File: src/rtl/assert_macros.svh
// assertion helpers for the rtl, included by deq_back
`ifndef ASSERT_MACROS_SVH
`define ASSERT_MACROS_SVH

`ifndef SYNTHESIS

// concurrent check on a named clock and active-low reset
`define DEQ_ASSERT_CLK(lbl, clk, rstn, prop) \
  lbl: assert property (@(posedge clk) disable iff (!rstn) (prop)) \
    else $error("deque assertion failed");

// same check on the standard clk_i / rst_ni pair
`define DEQ_ASSERT(lbl, prop) `DEQ_ASSERT_CLK(lbl, clk_i, rst_ni, prop)

`else

`define DEQ_ASSERT_CLK(lbl, clk, rstn, prop)
`define DEQ_ASSERT(lbl, prop)

`endif

`endif

File: src/rtl/deq_pkg.sv
package deq_pkg;

  // longest list answer, in result beats
  localparam int unsigned MAX_RESULTS = 32;
  localparam int unsigned RES_CNT_W   = 6;

  // command queue between front and back
  localparam int unsigned CMDQ_DEPTH = 2;
  localparam int unsigned CMDQ_PTR_W = 1;
  localparam int unsigned CMDQ_CNT_W = 2;

  // result queue at the output
  localparam int unsigned OUT_DEPTH = 4;
  localparam int unsigned OUT_PTR_W = 2;
  localparam int unsigned OUT_CNT_W = 3;

  // action codes on the input
  typedef enum logic [2:0] {
    ACT_PUSH_FRONT = 3'd0,
    ACT_PUSH_REAR  = 3'd1,
    ACT_POP_FRONT  = 3'd2,
    ACT_POP_REAR   = 3'd3,
    ACT_LIST       = 3'd4
  } deq_action_e;

  // decoded operations for the back end
  typedef enum logic [2:0] {
    OP_PUSH_FRONT,
    OP_PUSH_REAR,
    OP_POP_FRONT,
    OP_POP_REAR,
    OP_LIST,
    OP_NOP
  } deq_op_e;

  // result status codes
  typedef enum logic [2:0] {
    ST_DONE      = 3'd0,
    ST_UNDERFLOW = 3'd1,
    ST_OVERFLOW  = 3'd2,
    ST_ELEMENT   = 3'd3,
    ST_EMPTY     = 3'd4
  } deq_status_e;

  typedef struct packed {
    logic [2:0]         action;
    logic signed [31:0] value;
  } deq_item_t;

  typedef struct packed {
    logic signed [31:0] element;
    deq_status_e        status;
    logic               last;
  } deq_res_t;

  typedef struct packed {
    deq_op_e            op;
    logic signed [31:0] value;
  } deq_cmd_t;

endpackage

File: src/rtl/deq_front.sv
module deq_front (
  input  logic             clk_i,
  input  logic             rst_ni,
  input  logic             push_i,
  output logic             full_o,
  input  deq_pkg::deq_item_t item_i,
  output logic             cmd_valid_o,
  output deq_pkg::deq_cmd_t cmd_o,
  input  logic             cmd_pop_i
);

  deq_pkg::deq_cmd_t                     cmdq_q [deq_pkg::CMDQ_DEPTH];
  logic [deq_pkg::CMDQ_PTR_W-1:0]        wr_ptr_q, wr_ptr_d;
  logic [deq_pkg::CMDQ_PTR_W-1:0]        rd_ptr_q, rd_ptr_d;
  logic [deq_pkg::CMDQ_CNT_W-1:0]        cnt_q, cnt_d;
  deq_pkg::deq_cmd_t                     cmd_new;
  logic                                  wr_en;
  logic                                  rd_en;

  // classify the incoming action
  always_comb begin
    cmd_new.value = item_i.value;
    case (item_i.action)
      deq_pkg::ACT_PUSH_FRONT: cmd_new.op = deq_pkg::OP_PUSH_FRONT;
      deq_pkg::ACT_PUSH_REAR:  cmd_new.op = deq_pkg::OP_PUSH_REAR;
      deq_pkg::ACT_POP_FRONT:  cmd_new.op = deq_pkg::OP_POP_FRONT;
      deq_pkg::ACT_POP_REAR:   cmd_new.op = deq_pkg::OP_POP_REAR;
      deq_pkg::ACT_LIST:       cmd_new.op = deq_pkg::OP_LIST;
      default:                 cmd_new.op = deq_pkg::OP_NOP;
    endcase
  end

  // command queue handshake
  assign full_o      = (cnt_q == deq_pkg::CMDQ_CNT_W'(deq_pkg::CMDQ_DEPTH));
  assign cmd_valid_o = (cnt_q != '0);
  assign cmd_o       = cmdq_q[rd_ptr_q];
  assign wr_en       = push_i && !full_o;
  assign rd_en       = cmd_pop_i && cmd_valid_o;

  always_comb begin
    wr_ptr_d = wr_en ? wr_ptr_q + 1'b1 : wr_ptr_q;
    rd_ptr_d = rd_en ? rd_ptr_q + 1'b1 : rd_ptr_q;
    cnt_d    = cnt_q;
    if (wr_en && !rd_en) begin
      cnt_d = cnt_q + 1'b1;
    end else if (rd_en && !wr_en) begin
      cnt_d = cnt_q - 1'b1;
    end
  end

  always_ff @(posedge clk_i or negedge rst_ni) begin
    if (!rst_ni) begin
      wr_ptr_q <= '0;
      rd_ptr_q <= '0;
      cnt_q    <= '0;
    end else begin
      wr_ptr_q <= wr_ptr_d;
      rd_ptr_q <= rd_ptr_d;
      cnt_q    <= cnt_d;
    end
  end

  // queue storage
  always_ff @(posedge clk_i) begin
    if (wr_en) begin
      cmdq_q[wr_ptr_q] <= cmd_new;
    end
  end

endmodule

File: src/rtl/deq_res_fifo.sv
module deq_res_fifo (
  input  logic                          clk_i,
  input  logic                          rst_ni,
  input  logic                          push_i,
  input  deq_pkg::deq_res_t             res_i,
  output logic                          empty_o,
  input  logic                          pop_i,
  output deq_pkg::deq_res_t             res_o,
  output logic [deq_pkg::OUT_CNT_W-1:0] cnt_o
);

  deq_pkg::deq_res_t              buf_q [deq_pkg::OUT_DEPTH];
  logic [deq_pkg::OUT_PTR_W-1:0]  wr_ptr_q, wr_ptr_d;
  logic [deq_pkg::OUT_PTR_W-1:0]  rd_ptr_q, rd_ptr_d;
  logic [deq_pkg::OUT_CNT_W-1:0]  cnt_q, cnt_d;
  logic                           rd_en;

  assign empty_o = (cnt_q == '0);
  assign res_o   = buf_q[rd_ptr_q];
  assign cnt_o   = cnt_q;
  assign rd_en   = pop_i && !empty_o;

  // pointer and fill tracking, writer guarantees room
  always_comb begin
    wr_ptr_d = push_i ? wr_ptr_q + 1'b1 : wr_ptr_q;
    rd_ptr_d = rd_en ? rd_ptr_q + 1'b1 : rd_ptr_q;
    cnt_d    = cnt_q;
    if (push_i && !rd_en) begin
      cnt_d = cnt_q + 1'b1;
    end else if (rd_en && !push_i) begin
      cnt_d = cnt_q - 1'b1;
    end
  end

  always_ff @(posedge clk_i or negedge rst_ni) begin
    if (!rst_ni) begin
      wr_ptr_q <= '0;
      rd_ptr_q <= '0;
      cnt_q    <= '0;
    end else begin
      wr_ptr_q <= wr_ptr_d;
      rd_ptr_q <= rd_ptr_d;
      cnt_q    <= cnt_d;
    end
  end

  // beat storage
  always_ff @(posedge clk_i) begin
    if (push_i) begin
      buf_q[wr_ptr_q] <= res_i;
    end
  end

endmodule

File: src/rtl/deq_back.sv
`include "assert_macros.svh"

module deq_back #(
  parameter int unsigned CAPACITY = 32
) (
  input  logic                          clk_i,
  input  logic                          rst_ni,
  input  logic                          cmd_valid_i,
  input  deq_pkg::deq_cmd_t             cmd_i,
  output logic                          cmd_pop_o,
  input  logic [deq_pkg::OUT_CNT_W-1:0] fifo_cnt_i,
  output logic                          res_valid_o,
  output deq_pkg::deq_res_t             res_o
);

  localparam int unsigned IW = $clog2(CAPACITY);
  localparam int unsigned CW = $clog2(CAPACITY + 1);
  localparam int unsigned LW = (CW > deq_pkg::RES_CNT_W) ? CW : deq_pkg::RES_CNT_W;

  typedef enum logic {
    S_IDLE,
    S_WALK
  } state_e;

  state_e                 state_q, state_d;
  logic [IW-1:0]          head_q, head_d;
  logic [IW-1:0]          tail_q, tail_d;
  logic [CW-1:0]          count_q, count_d;
  logic [IW-1:0]          walk_idx_q, walk_idx_d;
  logic [LW-1:0]          walk_left_q, walk_left_d;
  logic                   s2_valid_q, s2_valid_d;
  deq_pkg::deq_status_e   s2_status_q, s2_status_d;
  logic                   s2_last_q, s2_last_d;
  logic                   s2_elem_q, s2_elem_d;

  logic signed [31:0]     mem_q [CAPACITY];
  logic signed [31:0]     rd_data_q;
  logic                   mem_wr_en;
  logic [IW-1:0]          mem_waddr;
  logic                   mem_rd_en;
  logic [IW-1:0]          mem_raddr;

  logic                   room;
  logic                   store_full;
  logic [LW-1:0]          count_ext;
  logic [LW-1:0]          list_n;

  function automatic logic [IW-1:0] ring_next(input logic [IW-1:0] i);
    ring_next = (i == IW'(CAPACITY - 1)) ? '0 : i + IW'(1);
  endfunction

  function automatic logic [IW-1:0] ring_prev(input logic [IW-1:0] i);
    ring_prev = (i == '0) ? IW'(CAPACITY - 1) : i - IW'(1);
  endfunction

  // reserve a result slot for the beat in flight plus the new one
  assign room = ((4'(fifo_cnt_i) + 4'(s2_valid_q)) < 4'(deq_pkg::OUT_DEPTH));
  assign store_full = (count_q == CW'(CAPACITY));

  // list length, capped at the result limit
  assign count_ext = LW'(count_q);
  assign list_n    = (count_ext > LW'(deq_pkg::MAX_RESULTS)) ?
                     LW'(deq_pkg::MAX_RESULTS) : count_ext;

  // execute one command, or one element of a list walk
  always_comb begin
    state_d     = state_q;
    head_d      = head_q;
    tail_d      = tail_q;
    count_d     = count_q;
    walk_idx_d  = walk_idx_q;
    walk_left_d = walk_left_q;
    cmd_pop_o   = 1'b0;
    mem_wr_en   = 1'b0;
    mem_waddr   = tail_q;
    mem_rd_en   = 1'b0;
    mem_raddr   = head_q;
    s2_valid_d  = 1'b0;
    s2_status_d = deq_pkg::ST_DONE;
    s2_last_d   = 1'b1;
    s2_elem_d   = 1'b0;
    case (state_q)
      S_IDLE: begin
        if (cmd_valid_i && room) begin
          cmd_pop_o  = 1'b1;
          s2_valid_d = 1'b1;
          case (cmd_i.op)
            deq_pkg::OP_PUSH_FRONT: begin
              if (store_full) begin
                s2_status_d = deq_pkg::ST_OVERFLOW;
              end else begin
                head_d    = ring_prev(head_q);
                mem_wr_en = 1'b1;
                mem_waddr = ring_prev(head_q);
                count_d   = count_q + CW'(1);
              end
            end
            deq_pkg::OP_PUSH_REAR: begin
              if (store_full) begin
                s2_status_d = deq_pkg::ST_OVERFLOW;
              end else begin
                tail_d    = ring_next(tail_q);
                mem_wr_en = 1'b1;
                mem_waddr = tail_q;
                count_d   = count_q + CW'(1);
              end
            end
            deq_pkg::OP_POP_FRONT: begin
              if (count_q == '0) begin
                s2_status_d = deq_pkg::ST_UNDERFLOW;
              end else begin
                head_d  = ring_next(head_q);
                count_d = count_q - CW'(1);
              end
            end
            deq_pkg::OP_POP_REAR: begin
              if (count_q == '0) begin
                s2_status_d = deq_pkg::ST_UNDERFLOW;
              end else begin
                tail_d  = ring_prev(tail_q);
                count_d = count_q - CW'(1);
              end
            end
            deq_pkg::OP_LIST: begin
              if (count_q == '0) begin
                s2_status_d = deq_pkg::ST_EMPTY;
              end else begin
                mem_rd_en   = 1'b1;
                mem_raddr   = head_q;
                s2_status_d = deq_pkg::ST_ELEMENT;
                s2_elem_d   = 1'b1;
                s2_last_d   = (list_n == LW'(1));
                walk_idx_d  = ring_next(head_q);
                walk_left_d = list_n - LW'(1);
                if (list_n != LW'(1)) begin
                  state_d = S_WALK;
                end
              end
            end
            default: begin
            end
          endcase
        end
      end
      S_WALK: begin
        if (room) begin
          mem_rd_en   = 1'b1;
          mem_raddr   = walk_idx_q;
          s2_valid_d  = 1'b1;
          s2_status_d = deq_pkg::ST_ELEMENT;
          s2_elem_d   = 1'b1;
          s2_last_d   = (walk_left_q == LW'(1));
          walk_idx_d  = ring_next(walk_idx_q);
          walk_left_d = walk_left_q - LW'(1);
          if (walk_left_q == LW'(1)) begin
            state_d = S_IDLE;
          end
        end
      end
      default: begin
        state_d = S_IDLE;
      end
    endcase
  end

  // control state and result stage
  always_ff @(posedge clk_i or negedge rst_ni) begin
    if (!rst_ni) begin
      state_q     <= S_IDLE;
      head_q      <= '0;
      tail_q      <= '0;
      count_q     <= '0;
      walk_idx_q  <= '0;
      walk_left_q <= '0;
      s2_valid_q  <= 1'b0;
      s2_status_q <= deq_pkg::ST_DONE;
      s2_last_q   <= 1'b0;
      s2_elem_q   <= 1'b0;
    end else begin
      state_q     <= state_d;
      head_q      <= head_d;
      tail_q      <= tail_d;
      count_q     <= count_d;
      walk_idx_q  <= walk_idx_d;
      walk_left_q <= walk_left_d;
      s2_valid_q  <= s2_valid_d;
      s2_status_q <= s2_status_d;
      s2_last_q   <= s2_last_d;
      s2_elem_q   <= s2_elem_d;
    end
  end

  // element store, one write or one registered read per cycle
  always_ff @(posedge clk_i) begin
    if (mem_wr_en) begin
      mem_q[mem_waddr] <= cmd_i.value;
    end
    if (mem_rd_en) begin
      rd_data_q <= mem_q[mem_raddr];
    end
  end

  // result beat toward the output queue
  assign res_valid_o    = s2_valid_q;
  assign res_o.element  = s2_elem_q ? rd_data_q : '0;
  assign res_o.status   = s2_status_q;
  assign res_o.last     = s2_last_q;

  `DEQ_ASSERT(count_in_range_a, count_q <= CW'(CAPACITY))
  `DEQ_ASSERT(no_res_overrun_a, s2_valid_q |-> (fifo_cnt_i < deq_pkg::OUT_CNT_W'(deq_pkg::OUT_DEPTH)))
  `DEQ_ASSERT(walk_nonzero_a, (state_q == S_WALK) |-> (walk_left_q != '0))
  `DEQ_ASSERT(single_port_a, !(mem_wr_en && mem_rd_en))
  `DEQ_ASSERT(empty_ring_a, (count_q == '0) |-> (head_q == tail_q))

endmodule

File: src/rtl/double_ended_queue.sv
// Double-ended queue of signed 32-bit values in a ring store of CAPACITY
// entries. Each input beat is one action (push front, push rear, pop front,
// pop rear, list); pushes and pops give one result beat each, a list gives
// one beat per stored element from front to rear (at most 32, the last one
// flagged) or a single queue-empty beat. Actions are taken into a two-entry
// command queue, so the input can accept while the back end works. Push and
// pop sustain one action per cycle while the output queue has room; a list
// reads the single-port element store once per element, and the back end
// takes no new action until the walk ends. A result beat passes through
// the command queue, the result stage register and a four-entry output queue.
module double_ended_queue #(
  parameter int unsigned CAPACITY = 32
) (
  input  logic               clk_i,
  input  logic               rst_ni,
  input  logic               push,
  output logic               full,
  input  deq_pkg::deq_item_t item_i,
  output logic               empty,
  input  logic               pop,
  output deq_pkg::deq_res_t  result_o
);

  logic                          cmd_valid;
  deq_pkg::deq_cmd_t             cmd;
  logic                          cmd_pop;
  logic [deq_pkg::OUT_CNT_W-1:0] fifo_cnt;
  logic                          res_valid;
  deq_pkg::deq_res_t             res;

  // accept and decode actions
  deq_front u_front (
    .clk_i       (clk_i),
    .rst_ni      (rst_ni),
    .push_i      (push),
    .full_o      (full),
    .item_i      (item_i),
    .cmd_valid_o (cmd_valid),
    .cmd_o       (cmd),
    .cmd_pop_i   (cmd_pop)
  );

  // ring store and list walk
  deq_back #(
    .CAPACITY (CAPACITY)
  ) u_back (
    .clk_i       (clk_i),
    .rst_ni      (rst_ni),
    .cmd_valid_i (cmd_valid),
    .cmd_i       (cmd),
    .cmd_pop_o   (cmd_pop),
    .fifo_cnt_i  (fifo_cnt),
    .res_valid_o (res_valid),
    .res_o       (res)
  );

  // result queue toward the consumer
  deq_res_fifo u_res_fifo (
    .clk_i   (clk_i),
    .rst_ni  (rst_ni),
    .push_i  (res_valid),
    .res_i   (res),
    .empty_o (empty),
    .pop_i   (pop),
    .res_o   (result_o),
    .cnt_o   (fifo_cnt)
  );

endmodule
File: config.mk
export PLATFORM = sky130hd
export DESIGN_NAME = double_ended_queue
export DESIGN_NICKNAME = d
export VERILOG_FILES = /design/src/rtl/deq_pkg.sv /design/src/rtl/deq_front.sv /design/src/rtl/deq_res_fifo.sv /design/src/rtl/deq_back.sv /design/src/rtl/double_ended_queue.sv
export VERILOG_INCLUDE_DIRS = /design/src /design/src/rtl
export SDC_FILE = /design/constraint.sdc
export NUM_CORES = 2
export LEC_CHECK = 0
export BUFFER_PORTS_ARGS = -buffer_cell sky130_fd_sc_hd__buf_2
export CAP_MARGIN = 20
export CORE_UTILIZATION = 50
export DETAILED_ROUTE_END_ITERATION = 10
export PLACE_DENSITY = 0.72
export SLEW_MARGIN = 20
export SYNTH_ARGS = -nofsm -noshare
export SYNTH_HDL_FRONTEND = slang
export SYNTH_SLANG_ARGS = --single-unit
export TNS_END_PERCENT = 5
File: constraint.sdc
create_clock -name clk_i -period 6.1 [get_ports clk_i]
set_input_delay 0.305 -clock clk_i [delete_from_list [all_inputs] [get_ports clk_i]]
set_output_delay 0.305 -clock clk_i [all_outputs]
set_load 0.02 [all_outputs]
Word level (Yosys, flattened, before mapping)
Memory sizes are Yosys's and may differ from the RTL's. A register that Yosys moved wholly into a read port is not among the register bits. Index checks and enable logic that the tools add are counted.

Memory bits (writable): 1238. Bits of input ports: 39. Bits in registers: 45. Memories kept: 3. Output and inout port bits: 38. Memory bits (read-only): 0. Bits in latches: 0. Logic and storage cells: 171.

Memories: u_back.mem_q (words 32, bits a word 32, rd ports 1, clocked after memory_dff 1, write ports 1, line deq_back.sv:36) `logic signed [31:0] mem_q [CAPACITY];`; u_res_fifo.buf_q (words 4, bits a word 36, rd ports 1, clocked after memory_dff 0, write ports 1, line deq_res_fifo.sv:12) `deq_pkg::deq_res_t buf_q [deq_pkg::OUT_DEPTH];`; u_front.cmdq_q (words 2, bits a word 35, rd ports 1, clocked after memory_dff 0, write ports 1, line deq_front.sv:12) `deq_pkg::deq_cmd_t cmdq_q [deq_pkg::CMDQ_DEPTH];`.

Div/mod/pow operators: 0. Shift operators: 0. Eq/ne operators: 26. $mul: 0. Order comparisons: 2. Reduce and logical (&&, ||, !) cells: 32. Add/sub/neg operators: 18. Bitwise operators: 1. Multiplexer cells: 73.

Operators by type and width (number): 5-bit 2-to-1 mux (17); 6-bit 2-to-1 mux (7); 5-bit one-hot mux with 2 select lines (4); 32-bit 2-to-1 mux (1); 1-bit 2-to-1 mux (27); 6-bit one-hot mux with 2 select lines (2); 2-bit != test, second input constant (9); 6-bit by 1-bit subtractor with 6-bit output, second input constant (3); 5-bit by 1-bit adder with 5-bit output, second input constant (3); 5-bit equality test, second input constant (3); 3-bit one-hot mux with 5 select lines (1); 5-bit AND reduction (3); 3-bit by 2-bit equality test with 1-bit output, second input constant (4); 6-bit by 1-bit equality test with 1-bit output, second input constant (2); 3-bit 2-to-1 mux (4); 2-bit nonzero test (6); 5-bit logical NOT (2); 5-bit by 1-bit subtractor with 5-bit output, second input constant (2); 3-bit logical NOT (3); 3-bit one-hot mux with 3 select lines (1); 1-bit logical AND (8); 2-bit 2-to-1 mux (4); 1-bit one-hot mux with 2 select lines (4); 2-bit by 1-bit adder with 2-bit output, second input constant (3); other kinds (20) (29).

Logic depth before layout (Yosys ltp)
Depth in word-level cells: 9. Depth in mapped cells: 12. Depth with buffers taken out: 10.

Modules after synthesis
Synthesis repeated with hierarchy kept, for this count alone.

Cell total of the unflattened synthesis: 3787. Area total of the unflattened synthesis: 53581.4 um^2.

By module, submodules not included: deq_back (times used 1, cells an instance 3434, sequential area each 32561.2 um^2, area each 45084.5 um^2); deq_res_fifo (times used 1, cells an instance 222, sequential area each 4499.3 um^2, area each 5602.9 um^2); deq_front (times used 1, cells an instance 131, sequential area each 2202.1 um^2, area each 2894.0 um^2).

Least setup slack after synthesis
Ideal clock, no wire load.

Kind: register to register. Start: register u_back.s2_valid_q, in the netlist u_back.res_valid_o. End: memory u_back.mem_q[14][0], enable pin. Library setup time: 501 ps. Data required time: 5599 ps. Cell stages (with the launch flop): 9. Period minus slack after synthesis: 5763 ps. Path buffers: 2. Data arrival time: 5262 ps. Path slack: 337 ps. Cell sequence: dfrtp_1 -> buf_6 -> a31o_4 -> nor3_4 -> inv_2 -> nor4_4 -> mux2_2 -> buf_2 -> nor4_1.

Longest elaborated chain between the ends: 7. Elaborated cells between the ends (all ways): 9. Those cells by class: add/sub (1); order compare (1); mux (6); reduce/logical (1).

Ends and longest elaborated chain: start: declaration (line deq_back.sv:31) `logic s2_valid_q, s2_valid_d;`; start signal: assignment (line deq_back.sv:186) `s2_valid_q <= s2_valid_d;`; 3-bit by 1-bit adder with 4-bit output * (line deq_back.sv:57) `assign room = ((4'(fifo_cnt_i) + 4'(s2_valid_q)) < 4'(deq_pkg::OUT_DEPTH));`; 4-bit by 3-bit less-than comparator with 1-bit output * (line deq_back.sv:57); 1-bit logical AND * (line deq_back.sv:84) `if (cmd_valid_i && room) begin`; 1-bit 2-to-1 mux (line deq_back.sv:84); 1-bit 2-to-1 mux (line deq_back.sv:82) `case (state_q)`; 1-bit 2-to-1 mux (line deq_back.sv:195) `if (mem_wr_en) begin`; 1-bit 2-to-1 mux (implied by the code) (line deq_back.sv:196) `mem_q[mem_waddr] <= cmd_i.value;`; end: declaration (line deq_back.sv:36).

Every way passes the cells marked *; elsewhere a longest branch is shown, timed or not.

Worst setup path in the final report
Start: register u_back.s2_valid_q, in the netlist u_back.res_valid_o. End: register u_back.rd_data_q[0] (read register of u_back.mem_q) (data pin).

Longest elaborated chain between the ends: 5. Elaborated cells between the ends (all ways): 8. Those cells by class: add/sub (1); order compare (1); mux (5); reduce/logical (1).

Ends and longest elaborated chain: 3-bit by 1-bit adder with 4-bit output * (line deq_back.sv:57); 4-bit by 3-bit less-than comparator with 1-bit output * (line deq_back.sv:57); 1-bit logical AND (line deq_back.sv:84); 1-bit 2-to-1 mux (line deq_back.sv:84); 1-bit one-hot mux with 2 select lines (line deq_back.sv:82); end: declaration (line deq_back.sv:37) `logic signed [31:0] rd_data_q;`.

Marks and branches as above. A chain may end at the register's enable or synchronous reset.

==> impl_metrics.ini <==
[logic_synthesis]
syn_inst = 3777
postSynthAreaPerCell_um2 = 14.06
synth.largest_area_cell = edfxtp_1
async_reset_ff_share_pct = 3.422
syn-num-nets = 3840
yosysSeqAreaShare_pct = 73.91
synth.area.top_cells = edfxtp_1, nand3_1, o21ai_0
synth_edf_count = 1270
synth_top_area_share_pct = 71.79
netlist_area_mm2 = 0.05312
ys.flop_type = edfxtp_1
ys_ff_latch = 1315
yosys_warnings = 0
synth.distinct_cells = 62

[clock_tree]
clock-sinks = 1315
cts_buffer_depth = 3
cts_tree = yes
clkSlewWorstSetupHoldPaths_ns = 0.06
clockRootBuffer = clkbuf_16
postCtsSetupRepairBufs = 0
numCtsBuffers = 121
worstSkewPairLatency_ns = 0.71
cts_max_level = 3

[route]
firstDrtPassIters = 6
drt_wl_total_um = 142900
routed.top_layer = met5
wl_met1_um = 54740
wl_met2_um = 66350
drt-initial-drc-count = 5456
drc = 0
wl_per_cell_um = 27.02
num_vias = 34871
via_per_inst = 6.593
dr_wl_met3_um = 15860
final_antenna_net_count = 0

[outcome]
status = complete, no violations

[floorplanning]
core_mm2 = 0.1053
num_io_pins = 77
die_h_um = 328.0
die_area_mm2 = 0.1076
die_w_um = 328.0
rows = 119
start_util_pct = 50.47

[sta]
rsz0062_at_grt = false
fmax_mhz = 231.9
drv_slew = 0
finalCriticalPeriod_ns = 4.312
tns_ns = 0
worst_pin_slew_ns = 1.087
hold_violations = 0
max-slew-margin-rel_pct = 27.56
fin_skew_ns = 0.03355
period_share_pct = 70.69
setup_viol = 0

[power_and_ir_drop]
powerDensity_mw_per_mm2 = 512.6
vdd_ir_drop_max_v = 0.0007255
pwr-share-seq_pct = 40.8
clockPowerShare_pct = 23.7
p_leak_uw = 0.01876
cell_internal_pwr_uw = 18910
netSwitchingPower_uw = 11630
p_sw_share_pct = 38.08
pwr-share-comb_pct = 35.5

[setup_path]
cp.arrival_ns = 4.78
cp.required_ns = 6.57
r2r_cells = 9
end_kind = flip-flop
startpoint_type = flip-flop
rrSetupSlack_ns = 1.79
worstSetupPathType = flip-flop to flip-flop
critPathMaxFanout = 66

[flow_run]
maxCapViolCount = 0

[grt]
grt_pass1_wl_um = 211600
grt-ovfl-total = 0
grt_pass1_vias = 33084
track_usage_pct = 26.20
antenna_found_initial = 8
grt_max_degree = 129

[final_layout]
drive_above_1_share_pct = 12.34
final_area_mm2 = 0.05956
fin_nets = 3866
fillers = 8121
area.growth.synth_to_final_pct = 12.12
final_core_util_pct = 56.58

[placement]
io_buffers = 76
dp_hpwl_um = 76660
place_area_mm2 = 0.05543
gp_congestion = 0.8224

[worst_hold_path]
hp-class = input port to asynchronous set/reset pin
Yosys cell counts (2+ instances only):
master and instances:
a21oi_1 20, xnor2_1 15, inv_1 21, fa_1 2, nand3b_1 3, o21ai_0 537
nand3_1 1032, mux4_2 36, buf_1 18, o21a_1 2, o31ai_1 2, mux2i_1 10
nor4_1 51, edfxtp_1 1270, o31a_1 2, clkbuf_1 301, ha_1 22, dfrtp_1 45
nand2_1 35, nor3b_1 3, nand4b_1 2, nor2b_1 5, a22o_1 3, a221oi_1 2
xor2_1 7, and3_1 9, a21o_1 9, a41oi_1 128, o2111ai_1 2, and2_1 37
nor3_1 28, mux2_2 37, nand2b_1 8, a221o_1 2, buf_2 4, a31oi_1 6
nor2_1 32, o211ai_1 4, buf_6 2
logic make-up after synthesis:
family,after synthesis,synth area share [%]
xor gates and xnor gates,22,0.3627
muxes,84,2.527
buffers and inverters,347,2.490
and+or+nand+nor,1254,12.04
DFF,1315,73.91
adders and majority gates,24,0.5935
AOI/OAI and AO/OA,731,8.074
final cells by class:
cell class                 count  area (um2)  area share [%]
antenna                        1       2.502        0.004201
clock inverter                50       451.7          0.7583
tap                         1391        1740           2.922
inverter                      22       82.58          0.1386
timing repair buffer         228        1847           3.100
multi-input combinational   2115       12900           21.66
clock buffer                 167        3272           5.493
sequential                  1315       39270           65.92
worst max-delay path, stage by stage, from the launching register on:
cell	delay [ns]
dfrtp_1	0.50
a31oi_1	0.71
nand2_1	0.69
mux2i_4	0.84
buf_4	0.32
buf_12	0.36
nand3_1	0.13
a41oi_1	0.27
nor4_1	0.09
buf_4	0.13
state kept, by name (all words and copies together), names as in the netlist, 2 cells and up:
signal / flops
u_back.count_ext: 6
u_back.head_q: 5
u_back.mem_q: 1024
u_back.rd_data_q: 32
u_back.s2_status_q: 3
u_back.tail_q: 5
u_back.walk_idx_q: 5
u_back.walk_left_q: 6
u_front.cmdq_q: 70
u_front.cnt_q: 2
u_res_fifo.buf_q: 144
u_res_fifo.cnt_o: 3
u_res_fifo.rd_ptr_q: 2
u_res_fifo.wr_ptr_q: 2
final timing paths:
check	start	endpoint
setup / recovery	u_back.res_valid_o	u_back.rd_data_q[0]
hold / removal	rst_ni	u_back.count_ext[4]
setup reg to reg	u_back.res_valid_o	u_back.rd_data_q[0]
hold reg to reg	u_back.walk_left_q[5]	u_back.walk_left_q[5]
max in group asynchronous	rst_ni	u_res_fifo.rd_ptr_q[1]
min in group clk_i	item_i[2]	u_front.cmdq_q[0][2]
timing repair:
| action | CTS | global route |
|---|---|---|
| hold buffers | 39 | 0 |
| hold endpoints to repair | 118 | 0 |
| gates resized for setup | 0 | 0 |
layer usage:
layer / vias up / GRT usage [%]
met3: 308 / 4.052
met5: - / 0
met2: 2302 / 40.50
met1: 17357 / 37.22
met4: 4 / 11.00
li1: 14900 / -
placed cells by master (no fill, tap or decap), types with 33 or more instances in the layout:
cell type	Yosys	final
a41oi_1	128	128
edfxtp_1	1270	1270
mux2_2	37	37
mux4_2	36	36
dfrtp_1	45	42
nor4_1	51	35
nand2_1	35	35
clkbuf_16	0	122
buf_2	4	75
dlygate4sd3_1	0	39
o21ai_0	537	536
and2_1	37	33
clkbuf_1	301	40
buf_4	0	96
nand3_1	1032	1031
power by group through the flow:
| stage | clock (uW) | sequential [uW] | combinational [uW] |
|---|---|---|---|
| finish | 7240 | 12500 | 10800 |
| detailed placement | 0 | 12600 | 10600 |
| floorplan | 0 | 12200 | 7020 |
| CTS | 7290 | 12400 | 10700 |
| global placement | 0 | 12600 | 10500 |
| global route | 7600 | 12500 | 11600 |
metrics by stage:
step	total power, uW	cells	worst slack, ns	hold WS (ns)
3_5_place_dp	23250	5031	1.837	0.4898
6_report	30540	5289	1.788	0.1720
5_1_grt	31710	5288	1.534	0.2323
2_1_floorplan	19200	3777	0.3367	0.009409
3_3_place_gp	23080	5031	1.918	0.4810
4_1_cts	30420	5287	1.818	0.3118
(Power assumes the default switching activity.)
